`config.mk`:
```
export PLATFORM = sky130hd
export DESIGN_NAME = button_click_hold_detector_flat
export DESIGN_NICKNAME = d
export VERILOG_FILES = /design/src/sv/bchd_pkg.sv /design/src/sv/bchd_if.sv /design/src/sv/bchd_lane.sv /design/src/sv/bchd_merge.sv /design/src/sv/button_click_hold_detector.sv /design/src/flat_wrapper.sv
export VERILOG_INCLUDE_DIRS = /design/src /design/src/sv
export SDC_FILE = /design/constraint.sdc
export NUM_CORES = 1
export LEC_CHECK = 0
export ABC_AREA = 1
export BUFFER_PORTS_ARGS = -buffer_cell sky130_fd_sc_hd__buf_4
export CAP_MARGIN = 20
export CORE_ASPECT_RATIO = 0.6
export CORE_MARGIN = 4
export CORE_UTILIZATION = 40
export DETAILED_ROUTE_END_ITERATION = 8
export REMOVE_ABC_BUFFERS = 1
export SLEW_MARGIN = 20
export SYNTH_ARGS = -nofsm -noshare
export SYNTH_HDL_FRONTEND = slang
export SYNTH_SLANG_ARGS = --single-unit
```
`constraint.sdc`:
```
create_clock -name clk_i -period 3.4 [get_ports clk_i]
set_input_delay 0.68 -clock clk_i [delete_from_list [all_inputs] [get_ports clk_i]]
set_output_delay 0.68 -clock clk_i [all_outputs]
set_load 0.005 [all_outputs]
```
`src/sv/assert_macros.svh`:
```
// assertion macros for the rtl files; only button_click_hold_detector includes them
// each macro samples on clk_i and is disabled while rst_ni is low
`ifndef ASSERT_MACROS_SVH
`define ASSERT_MACROS_SVH

// property that must hold at every clock edge
`define ASSERT_ALWAYS(label, expr, msg) \
  label: assert property (@(posedge clk_i) disable iff (!rst_ni) (expr)) else $error(msg);

// overlapping implication
`define ASSERT_IMPLIES(label, ante, cons, msg) \
  label: assert property (@(posedge clk_i) disable iff (!rst_ni) (ante) |-> (cons)) \
    else $error(msg);

// implication checked in the next cycle
`define ASSERT_NEXT(label, ante, cons, msg) \
  label: assert property (@(posedge clk_i) disable iff (!rst_ni) (ante) |=> (cons)) \
    else $error(msg);

`endif

```
`src/sv/bchd_pkg.sv`:
```
// shared types and constants for the button click / hold detector
// no dependencies
`timescale 1ns / 1ps

package bchd_pkg;

  localparam int unsigned MaskW        = 8;
  localparam int unsigned SlotLimit    = 8;
  localparam int unsigned TickW        = 15;
  localparam int unsigned CfgIdxW      = 2;
  localparam int unsigned CfgDataW     = 15;
  localparam int unsigned NumButtonsDef = 8;

  localparam logic [TickW-1:0] HoldTicksRst  = TickW'(500);
  localparam logic [TickW-1:0] ClickTicksRst = TickW'(200);

  typedef enum logic [CfgIdxW-1:0] {
    RegEnable = 2'd0,
    RegHold   = 2'd1,
    RegClick  = 2'd2
  } cfg_reg_e;

  typedef enum logic [1:0] {
    PhIdle       = 2'd0,
    PhWaitUp     = 2'd1,
    PhWaitPress2 = 2'd2,
    PhWaitUp2    = 2'd3
  } phase_e;

  typedef struct packed {
    logic click;
    logic dbl;
    logic hold;
  } lane_evt_t;

endpackage

```
`src/sv/bchd_if.sv`:
```
// channel interfaces: pin sweep request, result request, config write
// depends on bchd_pkg
`timescale 1ns / 1ps

interface bchd_sweep_if import bchd_pkg::*; ();
  logic             valid;
  logic             ready;
  logic [MaskW-1:0] pin_levels;
  logic             tick_elapsed;

  modport source (output valid, pin_levels, tick_elapsed, input ready);
  modport sink   (input valid, pin_levels, tick_elapsed, output ready);
endinterface

interface bchd_result_if import bchd_pkg::*; ();
  logic             valid;
  logic             ready;
  logic [MaskW-1:0] click_mask;
  logic [MaskW-1:0] double_click_mask;
  logic [MaskW-1:0] hold_mask;

  modport source (output valid, click_mask, double_click_mask, hold_mask, input ready);
  modport sink   (input valid, click_mask, double_click_mask, hold_mask, output ready);
endinterface

interface bchd_cfg_if import bchd_pkg::*; ();
  logic                valid;
  logic                ready;
  logic [CfgIdxW-1:0]  index;
  logic [CfgDataW-1:0] data;

  modport source (output valid, index, data, input ready);
  modport sink   (input valid, index, data, output ready);
endinterface

```
`src/sv/bchd_lane.sv`:
```
// one button lane: four-phase machine and 15-bit countdown
// depends on bchd_pkg
`timescale 1ns / 1ps

module bchd_lane import bchd_pkg::*; (
  input  logic             clk_i,
  input  logic             rst_ni,
  input  logic             en_i,
  input  logic             step_i,
  input  logic             pressed_i,
  input  logic             tick_i,
  input  logic [TickW-1:0] hold_ticks_i,
  input  logic [TickW-1:0] click_ticks_i,
  output lane_evt_t        evt_o
);

  phase_e           phase_q, phase_d;
  logic [TickW-1:0] rem_q, rem_d;
  logic [TickW-1:0] rem_dec;
  logic             live;

  // countdown saturates at zero
  assign rem_dec = (tick_i && (rem_q != '0)) ? rem_q - TickW'(1) : rem_q;
  assign live    = (rem_dec != '0);

  always_comb begin
    phase_d = phase_q;
    if (!en_i) begin
      phase_d = PhIdle;
    end else if (step_i) begin
      case (phase_q)
        PhIdle: begin
          if (pressed_i) phase_d = PhWaitUp;
        end
        PhWaitUp: begin
          if (!pressed_i) begin
            if (live) phase_d = PhWaitPress2;
            else      phase_d = PhIdle;
          end
        end
        PhWaitPress2: begin
          if (pressed_i && live) phase_d = PhWaitUp2;
          else if (!live)        phase_d = PhIdle;
        end
        PhWaitUp2: begin
          if (!pressed_i) phase_d = PhIdle;
        end
        default: phase_d = PhIdle;
      endcase
    end
  end

  always_comb begin
    rem_d = rem_q;
    evt_o = '0;
    if (!en_i) begin
      rem_d = '0;
    end else if (step_i) begin
      rem_d = rem_dec;
      case (phase_q)
        PhIdle: begin
          if (pressed_i) rem_d = hold_ticks_i;
        end
        PhWaitUp: begin
          if (!pressed_i) begin
            if (live) begin
              rem_d = click_ticks_i;
            end else begin
              evt_o.hold = 1'b1;
              rem_d      = '0;
            end
          end
        end
        PhWaitPress2: begin
          if (pressed_i && live) begin
            rem_d = '0;
          end else if (!live) begin
            evt_o.click = 1'b1;
            rem_d       = '0;
          end
        end
        PhWaitUp2: begin
          if (!pressed_i) begin
            evt_o.dbl = 1'b1;
            rem_d     = '0;
          end
        end
        default: rem_d = '0;
      endcase
    end
  end

  always_ff @(posedge clk_i or negedge rst_ni) begin
    if (!rst_ni) begin
      phase_q <= PhIdle;
      rem_q   <= '0;
    end else begin
      phase_q <= phase_d;
      rem_q   <= rem_d;
    end
  end

endmodule

```
`src/sv/bchd_merge.sv`:
```
// merge stage: packs lane events into result masks behind an output register
// depends on bchd_pkg
`timescale 1ns / 1ps

module bchd_merge import bchd_pkg::*; #(
  parameter int unsigned NUM_LANES = NumButtonsDef
) (
  input  logic             clk_i,
  input  logic             rst_ni,
  input  logic             in_valid_i,
  output logic             in_ready_o,
  input  lane_evt_t        evt_i [NUM_LANES],
  output logic             out_valid_o,
  input  logic             out_ready_i,
  output logic [MaskW-1:0] click_mask_o,
  output logic [MaskW-1:0] double_click_mask_o,
  output logic [MaskW-1:0] hold_mask_o
);

  logic             valid_q;
  logic             load;
  logic [MaskW-1:0] click_d, dbl_d, hold_d;
  logic [MaskW-1:0] click_q, dbl_q, hold_q;

  assign in_ready_o = !valid_q || out_ready_i;
  assign load       = in_valid_i && in_ready_o;

  always_comb begin
    click_d = '0;
    dbl_d   = '0;
    hold_d  = '0;
    for (int unsigned i = 0; i < NUM_LANES; i++) begin
      click_d[i] = evt_i[i].click;
      dbl_d[i]   = evt_i[i].dbl;
      hold_d[i]  = evt_i[i].hold;
    end
  end

  always_ff @(posedge clk_i or negedge rst_ni) begin
    if (!rst_ni) begin
      valid_q <= 1'b0;
    end else if (load) begin
      valid_q <= 1'b1;
    end else if (out_ready_i) begin
      valid_q <= 1'b0;
    end
  end

  always_ff @(posedge clk_i) begin
    if (load) begin
      click_q <= click_d;
      dbl_q   <= dbl_d;
      hold_q  <= hold_d;
    end
  end

  assign out_valid_o         = valid_q;
  assign click_mask_o        = click_q;
  assign double_click_mask_o = dbl_q;
  assign hold_mask_o         = hold_q;

endmodule

```
`src/sv/button_click_hold_detector.sv`:
```
// channel   | dir | payload
// sweep_i   | in  | pin_levels[7:0] (0 = pressed), tick_elapsed
// result_o  | out | click_mask, double_click_mask, hold_mask (8 bits each)
// cfg_i     | in  | index (0 enable_mask, 1 hold_ticks, 2 click_ticks), data
//
// one sweep accepted per cycle while sweep ready is high, results in the cycle after acceptance
// every button lane updates in the same cycle; results are held in the output register
// reset: all lanes idle with countdown 0, enable_mask 0, hold 500, click 200
// sweep ready drops only while a result is held and result_o is stalled
// config writes are always taken: cfg ready is tied high
`timescale 1ns / 1ps
`include "assert_macros.svh"

module button_click_hold_detector import bchd_pkg::*; #(
  parameter int unsigned NUM_BUTTONS = NumButtonsDef
) (
  input  logic          clk_i,
  input  logic          rst_ni,
  bchd_sweep_if.sink    sweep_i,
  bchd_result_if.source result_o,
  bchd_cfg_if.sink      cfg_i
);

  localparam int unsigned NumLanes = (NUM_BUTTONS > SlotLimit) ? SlotLimit : NUM_BUTTONS;

  logic [MaskW-1:0] enable_q;
  logic [TickW-1:0] hold_ticks_q;
  logic [TickW-1:0] click_ticks_q;
  logic             step;
  lane_evt_t        evt [NumLanes];
  logic [MaskW-1:0] evt_twice;
  logic [MaskW-1:0] evt_off;

  // config registers
  assign cfg_i.ready = 1'b1;

  always_ff @(posedge clk_i or negedge rst_ni) begin
    if (!rst_ni) begin
      enable_q      <= '0;
      hold_ticks_q  <= HoldTicksRst;
      click_ticks_q <= ClickTicksRst;
    end else if (cfg_i.valid) begin
      case (cfg_i.index)
        RegEnable: enable_q      <= cfg_i.data[MaskW-1:0];
        RegHold:   hold_ticks_q  <= cfg_i.data[TickW-1:0];
        RegClick:  click_ticks_q <= cfg_i.data[TickW-1:0];
        default: ;
      endcase
    end
  end

  assign step = sweep_i.valid && sweep_i.ready;

  for (genvar i = 0; i < NumLanes; i++) begin : g_lane
    bchd_lane u_lane (
      .clk_i         (clk_i),
      .rst_ni        (rst_ni),
      .en_i          (enable_q[i]),
      .step_i        (step),
      .pressed_i     (!sweep_i.pin_levels[i]),
      .tick_i        (sweep_i.tick_elapsed),
      .hold_ticks_i  (hold_ticks_q),
      .click_ticks_i (click_ticks_q),
      .evt_o         (evt[i])
    );
  end

  bchd_merge #(
    .NUM_LANES (NumLanes)
  ) u_merge (
    .clk_i               (clk_i),
    .rst_ni              (rst_ni),
    .in_valid_i          (sweep_i.valid),
    .in_ready_o          (sweep_i.ready),
    .evt_i               (evt),
    .out_valid_o         (result_o.valid),
    .out_ready_i         (result_o.ready),
    .click_mask_o        (result_o.click_mask),
    .double_click_mask_o (result_o.double_click_mask),
    .hold_mask_o         (result_o.hold_mask)
  );

  // lanes with more than one event, and events on disabled slots
  assign evt_twice = (result_o.click_mask & result_o.double_click_mask)
                   | (result_o.click_mask & result_o.hold_mask)
                   | (result_o.double_click_mask & result_o.hold_mask);
  assign evt_off   = (result_o.click_mask | result_o.double_click_mask | result_o.hold_mask)
                   & ~enable_q;

  `ASSERT_NEXT(a_result_follows_request, step, result_o.valid, "accepted sweep left no result")
  `ASSERT_IMPLIES(a_one_event_per_lane, result_o.valid, ~|evt_twice, "lane reported two events")
  `ASSERT_IMPLIES(a_events_only_enabled, result_o.valid, ~|evt_off, "event for disabled slot")

endmodule
```
`src/flat_wrapper.sv`:
```
// flat-port wrapper written by rule: the top's interface ports become plain ports
module button_click_hold_detector_flat import bchd_pkg::*;
#(
  parameter int unsigned NUM_BUTTONS = NumButtonsDef
)
  (clk_i, rst_ni, sweep_i_valid, sweep_i_pin_levels, sweep_i_tick_elapsed, sweep_i_ready, result_o_valid, result_o_click_mask, result_o_double_click_mask, result_o_hold_mask, result_o_ready, cfg_i_valid, cfg_i_index, cfg_i_data, cfg_i_ready);
  bchd_sweep_if sweep_i_i ();
  bchd_result_if result_o_i ();
  bchd_cfg_if cfg_i_i ();
  input  logic clk_i;
  input  logic rst_ni;
  input wire logic [$bits(sweep_i_i.valid)-1:0] sweep_i_valid;
  input wire logic [$bits(sweep_i_i.pin_levels)-1:0] sweep_i_pin_levels;
  input wire logic [$bits(sweep_i_i.tick_elapsed)-1:0] sweep_i_tick_elapsed;
  output wire logic [$bits(sweep_i_i.ready)-1:0] sweep_i_ready;
  output wire logic [$bits(result_o_i.valid)-1:0] result_o_valid;
  output wire logic [$bits(result_o_i.click_mask)-1:0] result_o_click_mask;
  output wire logic [$bits(result_o_i.double_click_mask)-1:0] result_o_double_click_mask;
  output wire logic [$bits(result_o_i.hold_mask)-1:0] result_o_hold_mask;
  input wire logic [$bits(result_o_i.ready)-1:0] result_o_ready;
  input wire logic [$bits(cfg_i_i.valid)-1:0] cfg_i_valid;
  input wire logic [$bits(cfg_i_i.index)-1:0] cfg_i_index;
  input wire logic [$bits(cfg_i_i.data)-1:0] cfg_i_data;
  output wire logic [$bits(cfg_i_i.ready)-1:0] cfg_i_ready;
  assign sweep_i_i.valid = sweep_i_valid;
  assign sweep_i_i.pin_levels = sweep_i_pin_levels;
  assign sweep_i_i.tick_elapsed = sweep_i_tick_elapsed;
  assign sweep_i_ready = sweep_i_i.ready;
  assign result_o_valid = result_o_i.valid;
  assign result_o_click_mask = result_o_i.click_mask;
  assign result_o_double_click_mask = result_o_i.double_click_mask;
  assign result_o_hold_mask = result_o_i.hold_mask;
  assign result_o_i.ready = result_o_ready;
  assign cfg_i_i.valid = cfg_i_valid;
  assign cfg_i_i.index = cfg_i_index;
  assign cfg_i_i.data = cfg_i_data;
  assign cfg_i_ready = cfg_i_i.ready;
  button_click_hold_detector #(.NUM_BUTTONS(NUM_BUTTONS)) u_core (.clk_i(clk_i), .rst_ni(rst_ni), .sweep_i(sweep_i_i), .result_o(result_o_i), .cfg_i(cfg_i_i));
endmodule
```
==> run summary, run 1 <==
Largest net degree at the start of global routing - 75
CTS HTree Levels - 4
Hpwl dp - 48.68 mm
Setup bufs post-CTS - 0
Max FO, Critical Path - 16
Ant. Diodes - 0
Synth cell types - 41
Setup-failing EPs final - 0
Avg Synthesized Cell Area - 5.591 µm²
Initial DRT Pass Iterations - 6
Worst-path cell chain - inv_1, ha_1, nand2_1, nor2_2, nand2_2, nand2_4, nand2_1, o21ai_1, inv_1, nand2_1, nor2_1, nand2_1, nor2_1, nor2_1, nand3_1, nand3_1, nand2_1, nand2_1
TritonCTS clock tree - yes
Hold slack - 0.2295 ns
Reg2Reg Setup Slack - 0.39 ns
CTS root buffer - clkbuf_16
Synth area leaders - nand2_1, dfrtp_1, inv_1
MaxCap Viol Count - 0
CTS max path bufs - 2
Setup_tns - 0 ns
FF+latch count, synth - 199
Critical path required time - 3.81 ns
Final period util - 0.8856
Worst R2R Start - u_core.g_lane[6].u_lane.rem_q[0]
Latest clock arrival within the worst-skew pair - 0.47 ns
WS Path Type - reg -> reg
Largest area contributor in the netlist - nand2_1
Initial Util - 0.4068
Outcome - complete, no violations
Mapped Area - 0.01956 mm²
GRT Total Usage - 0.2626
Clock sinks - 199
Register area - 0.005111 mm²
GRT overflow - 0
Synth top area share - 0.2972
Clock-pin slew on the worst setup and hold paths - 0.08 ns
Post-synth top flop - dfrtp_1
Setup ws final - 0.3889 ns
Syn Inst Count - 3499
Asr flop ratio synth - 0.8794
Slew headroom - 0.2816
Multi-input gate area in the final layout - 0.01180 mm²
# DRC - 0
WP buf/inv - 2
Final Slew Violations - 0
Routed vias/inst - 5.213
Power per Cell Area - 886.4 mW/mm²
Kind of path behind the tightest hold check - in -> async
Layout area overhead - 6.620%
Average wire per standard cell - 16.85 µm
Period minus WS final - 3.011 ns
Layout cells sized above 1 - 0.07755
Drt total wl - 69.02 mm
RSZ-0062 raised after global routing - false
Top cells by count, synth - nand2_1, inv_1, nor2_1
Leak Pwr - 11.62 nW
Core Area - 0.04810 mm²
Final nets - 3490
First-pass GRT wire length - 108.2 mm
Crit path largest cell delay - 0.53 ns
Total number of vias - 21350
Syn. warnings - 0
Initial antenna violation count - 1
DRT antenna net count - 0
Worst-margin pin slew - 1.075 ns
Vias in the first global route - 18160
Rows - 62
Placer Congestion - 0.9692
Number of flops mapped to enable cells by yosys - 24
Count leader, synth - nand2_1
Die width - 293.5 µm
Crit path max-delay family - simple AND/OR/NAND/NOR gates
Seq/Total Area, Yosys - 0.2613
Number of buffers inserted by hold repair at cts - 0
CP Data Arrival Time - 3.42 ns
Fill cells - 5215
CTS-repair resized insts - 0
Cell count of the worst reg-to-reg path - 18
Input/output buffers - 56
Highest Clock Rate - 332.1 MHz
CP startpoint kind - flip-flop
Iteration-0 DRC Markers - 2360
Final hold violations - 0
Peak supply drop - 0.0004423 V
Critical-path top delay cell - nor2_1
Crit. End Element - flip-flop
CP most frequent cell - nand2_1
Clk_skew - 0.01273 ns
Die area - 0.05263 mm²
Die height - 179.3 µm
Inserted Clock Buffers - 17
Boundary Pins - 58
Pre-CTS WS - 0.3354 ns
Reg2reg end - u_core.g_lane[6].u_lane.rem_q[5]
## routing by layer
layer | up-vias | global-route usage | share of wire | routed length, µm
li1 | 10740 | - | - | -
met4 | 2 | 0.05351 | 0.016 | 1097
met5 | - | 0 | 0.00014 | 10
met3 | 67 | 0.04717 | 0.094 | 6488
met2 | 861 | 0.3658 | 0.39 | 26930
met1 | 9683 | 0.4164 | 0.50 | 34490
## metrics by stage
step	instances	total power, mW	instance area, µm²	utilization
after floorplan	3326	12.85	18680	-
after global placement	4062	16.09	20260	0.4212
after detailed placement	4063	16.07	20260	0.4213
after CTS	4095	18.26	20840	0.4333
after global routing	4096	20.59	20860	0.4337
final	4096	18.49	20860	0.4337
## power breakdown
group	internal [mW]	switching [mW]
Sequential	2.83	0.966
Combinational	3.89	8.66
Clock	1.06	1.08
## cell type report
class                   instances  area share
flip-flops and latches        199      0.2450
clock inverters                10    0.003959
inverters                     473     0.08524
repair buffers                 98     0.03797
multi-input cells            2654      0.5657
well taps                     640     0.03839
clock buffers                  22     0.02375
## placed cells by master, fill, tap and decap left out, drive strengths merged
cell type / n
nor4: 9
dfstp: 9
clkinvlp: 1
buf: 97
dfrtp: 166
xnor2: 8
nand3: 146
conb: 1
clkbuf: 23
inv: 472
clkinv: 10
o21bai: 1
xor2: 31
o21ai: 138
nand4: 141
o22ai: 6
nor3: 13
a211oi: 3
or2: 2
a311oi: 1
ha: 16
a21oi: 236
edfxtp: 24
nand2: 1604
nor2: 298
## how the worst max path moves through the flow
stage	start	to	slack (ns)	cells after the start
after CTS	u_core.g_lane[7].u_lane.rem_q[0]	u_core.u_merge.hold_mask_o[7]	0.43	14
after global placement	sweep_i_tick_elapsed	u_core.g_lane[5].u_lane.rem_q[5]	0.32	16
final	u_core.g_lane[6].u_lane.rem_q[0]	u_core.g_lane[6].u_lane.rem_q[5]	0.39	18
after detailed placement	sweep_i_tick_elapsed	u_core.g_lane[5].u_lane.rem_q[7]	0.34	16
after global routing	u_core.g_lane[7].u_lane.rem_q[0]	u_core.u_merge.hold_mask_o[7]	0.15	13
after floorplan	result_o_ready	u_core.g_lane[4].u_lane.phase_q[0]	0.50	10
## registers in the layout, indices dropped and copies added (netlist names)
signal and count:
u_core.g_lane.u_lane.rem_q 120, u_core.u_merge.out_valid_o 1, u_core.u_merge.hold_mask_o 8, u_core.u_merge.double_click_mask_o 8
u_core.enable_q 8, u_core.g_lane.u_lane.phase_q 16, u_core.click_ticks_q 15, u_core.hold_ticks_q 15
u_core.u_merge.click_mask_o 8
## logic make-up (layout without fill, tap and decap cells)
| group | after synthesis | count (layout) | synth area share |
|---|---|---|---|
| buffers and inverters | 646 | 603 | 0.1362 |
| AND/OR/NAND/NOR | 2213 | 2213 | 0.4728 |
| adder cells (fa/ha/maj) | 16 | 16 | 0.01023 |
| flip-flops | 199 | 199 | 0.2613 |
| XOR/XNOR | 39 | 39 | 0.01746 |
| other | 1 | 1 | 0.0001917 |
| AO/OA/AOI/OAI | 385 | 385 | 0.1019 |
(Power assumes the default switching activity.)
==> run 2, diff against run 1 <==
Settings changed: SETUP_SLACK_MARGIN set to 0.5.
==> run summary, run 2 (synthesis gave the netlist of run 1 again) <==
Outcome - complete, no violations (unchanged)
CP startpoint kind - flip-flop (unchanged)
Ant. Diodes - 0 (unchanged)
Slew headroom - 0.2834 (was 0.2816)
Critical-path top delay cell - dfrtp_1 (was nor2_1)
Final Slew Violations - 0 (unchanged)
Drt total wl - 69.53 mm (was 69.02 mm)
Clock-pin slew on the worst setup and hold paths - 0.08 ns (about the same)
TritonCTS clock tree - yes (unchanged)
# DRC - 0 (unchanged)
Number of buffers inserted by hold repair at cts - 0 (unchanged)
Crit. End Element - flip-flop (unchanged)
Setup-failing EPs final - 0 (unchanged)
First-pass GRT wire length - 108.2 mm (unchanged)
Die height - 179.3 µm (unchanged)
WS Path Type - reg -> reg (unchanged)
Multi-input gate area in the final layout - 0.01193 mm² (was 0.01180 mm²)
Rows - 62 (unchanged)
Fill cells - 5209 (was 5215)
Period minus WS final - 2.687 ns (was 3.011 ns)
Kind of path behind the tightest hold check - in -> async (unchanged)
Core Area - 0.04810 mm² (unchanged)
Largest regs - u_core.g_lane.u_lane.rem_q x120, u_core.g_lane.u_lane.phase_q x16 (unchanged)
Most common cell after layout, fill and taps aside - nand2_1 (unchanged)
Clk_skew - 0.01243 ns (was 0.01273 ns)
Worst-path cell chain - inv_1, ha_1, nand2_2, nor2_4, nand2_2, nand2_4, nand2_1, nand2_1, nand2_1, nor2_2, nand2_2, nor2_4, nor2_4, buf_12, nand2_1, nand2_1, inv_1, nand2_1, nand2_1, nand2_1 (was inv_1, ha_1, nand2_1, nor2_2, nand2_2, nand2_4, nand2_1, o21ai_1, inv_1, nand2_1, nor2_1, nand2_1, nor2_1, nor2_1, nand3_1, nand3_1, nand2_1, nand2_1)
Final hold violations - 0 (unchanged)
CTS root buffer - clkbuf_16 (unchanged)
Power per Cell Area - 889.8 mW/mm² (was 886.4 mW/mm²)
Leak Pwr - 11.72 nW (was 11.62 nW)
Initial DRT Pass Iterations - 5 (was 6)
Routed vias/inst - 5.227 (was 5.213)
RSZ-0062 raised after global routing - false (unchanged)
Clock sinks - 199 (unchanged)
Max reg flops - 120 (unchanged)
Crit path max-delay family - simple AND/OR/NAND/NOR gates (unchanged)
Input/output buffers - 56 (unchanged)
Largest net degree at the start of global routing - 75 (unchanged)
CP most frequent cell - nand2_1 (unchanged)
Vias in the first global route - 18170 (was 18160)
Boundary Pins - 58 (unchanged)
GRT Total Usage - 0.2626 (unchanged)
Latest clock arrival within the worst-skew pair - 0.48 ns (was 0.47 ns)
Peak supply drop - 0.0004425 V (was 0.0004423 V)
Initial Util - 0.4068 (unchanged)
Max FO, Critical Path - 14 (was 16)
Post-Place Cells - 4063 (unchanged)
Most frequent cells in the layout - nand2_1, inv_1, nor2_1 (unchanged)
Final Instance Count excl. Fillers - 4110 (was 4096)
Hpwl dp - 48.68 mm (unchanged)
DRT antenna net count - 0 (unchanged)
CTS max path bufs - 2 (unchanged)
GRT overflow - 0 (unchanged)
Die width - 293.5 µm (unchanged)
Hold slack - 0.2236 ns (was 0.2295 ns)
Final period util - 0.7904 (was 0.8856)
Crit path largest cell delay - 0.44 ns (was 0.53 ns)
Setup_tns - 0 ns (unchanged)
Util after Layout - 0.4393 (was 0.4337)
Die area - 0.05263 mm² (unchanged)
Crit path from - u_core.g_lane[0].u_lane.rem_q[0] (was u_core.g_lane[6].u_lane.rem_q[0])
CP Data Arrival Time - 3.04 ns (was 3.42 ns)
Worst-margin pin slew - 1.072 ns (was 1.075 ns)
Largest Register - u_core.g_lane.u_lane.rem_q (unchanged)
Initial antenna violation count - 1 (unchanged)
Worst R2R Start - u_core.g_lane[0].u_lane.rem_q[0] (was u_core.g_lane[6].u_lane.rem_q[0])
Total power after layout - 18.80 mW (was 18.49 mW)
Final nets - 3504 (was 3490)
MaxCap Viol Count - 0 (unchanged)
CTS HTree Levels - 4 (unchanged)
Total number of vias - 21480 (was 21350)
Layout area overhead - 8.001% (was 6.620%)
WP buf/inv - 3 (was 2)
Inserted Clock Buffers - 17 (unchanged)
Highest Clock Rate - 372.1 MHz (was 332.1 MHz)
Layout cells sized above 1 - 0.08761 (was 0.07755)
Placer Congestion - 0.9692 (unchanged)
Average wire per standard cell - 16.92 µm (was 16.85 µm)
Register area - 0.005114 mm² (was 0.005111 mm²)
Iteration-0 DRC Markers - 2310 (was 2360)
Critical path required time - 3.76 ns (was 3.81 ns)
run 2: cell types whose count changed in the layout (fill, tap and decap cells not counted), sizes merged:
cell / before / now
buf: 97 / 111
run 2: path summary, 6_finish.rpt:
| kind | cells past startpoint | slack, ns | to |
|---|---|---|---|
| worst max-delay path | 20 | 0.71 | u_core.g_lane[0].u_lane.rem_q[6] |
| worst min-delay path | 1 | 0.22 | u_core.g_lane[6].u_lane.rem_q[13] |
| worst max register to register | 20 | 0.71 | u_core.g_lane[0].u_lane.rem_q[6] |
| worst min register to register | 2 | 0.52 | u_core.g_lane[2].u_lane.rem_q[1] |
| max in group asynchronous | 3 | 2.39 | u_core.g_lane[5].u_lane.phase_q[1] |
| min in group clk_i | 3 | 0.44 | u_core.u_merge.out_valid_o |
run 2: worst register-to-register path, stage by stage (launching register included):
cell and delay (ns):
dfrtp_1 0.44, inv_1 0.19, ha_1 0.19, nand2_2 0.07
nor2_4 0.15, nand2_2 0.09, nand2_4 0.16, nand2_1 0.07
nand2_1 0.09, nand2_1 0.07, nor2_2 0.24, nand2_2 0.12
nor2_4 0.14, nor2_4 0.07, buf_12 0.14, nand2_1 0.05
nand2_1 0.04, inv_1 0.08, nand2_1 0.05, nand2_1 0.07
nand2_1 0.05
run 2: repair_timing:
action | in CTS | in global routing
buffers inserted | 0 | 14
pin swaps | 0 | 5
gates resized for setup | 3 | 41
setup endpoints to repair | 3 | 136
hold endpoints to repair | 0 | 0
run 2: layer usage:
metal	vias to the layer above	global-route usage	wire, µm
met1	9756	0.4161	34900
met2	883	0.3654	27140
met3	66	0.04779	6348
met5	-	0	10
met4	2	0.05411	1134
li1	10770	-	-
run 2: layout make-up:
cell class / count / share of cell area
multi-input combinational: 2654 / 0.5646
tap: 640 / 0.03790
sequential: 199 / 0.2420
clock buffer: 22 / 0.02345
timing repair buffer: 112 / 0.04364
inverter: 473 / 0.08450
clock inverter: 10 / 0.003908
run 2: through the flow:
step	area, µm²	setup slack (ns)
global route	21130	0.4803
finish	21130	0.7126
detailed placement	20260	0.3354
CTS	20860	0.5654
global placement	20260	0.3195
floorplan	18680	0.4974
run 2: power breakdown:
part / internal, mW / total (mW) / switching [mW] / leakage, nW
clock: 1.06 / 2.14 / 1.08 / 0.285
sequential: 2.83 / 3.80 / 0.969 / 2.57
combinational: 4.07 / 12.9 / 8.79 / 8.87
total: 7.96 / 18.8 / 10.8 / 11.7
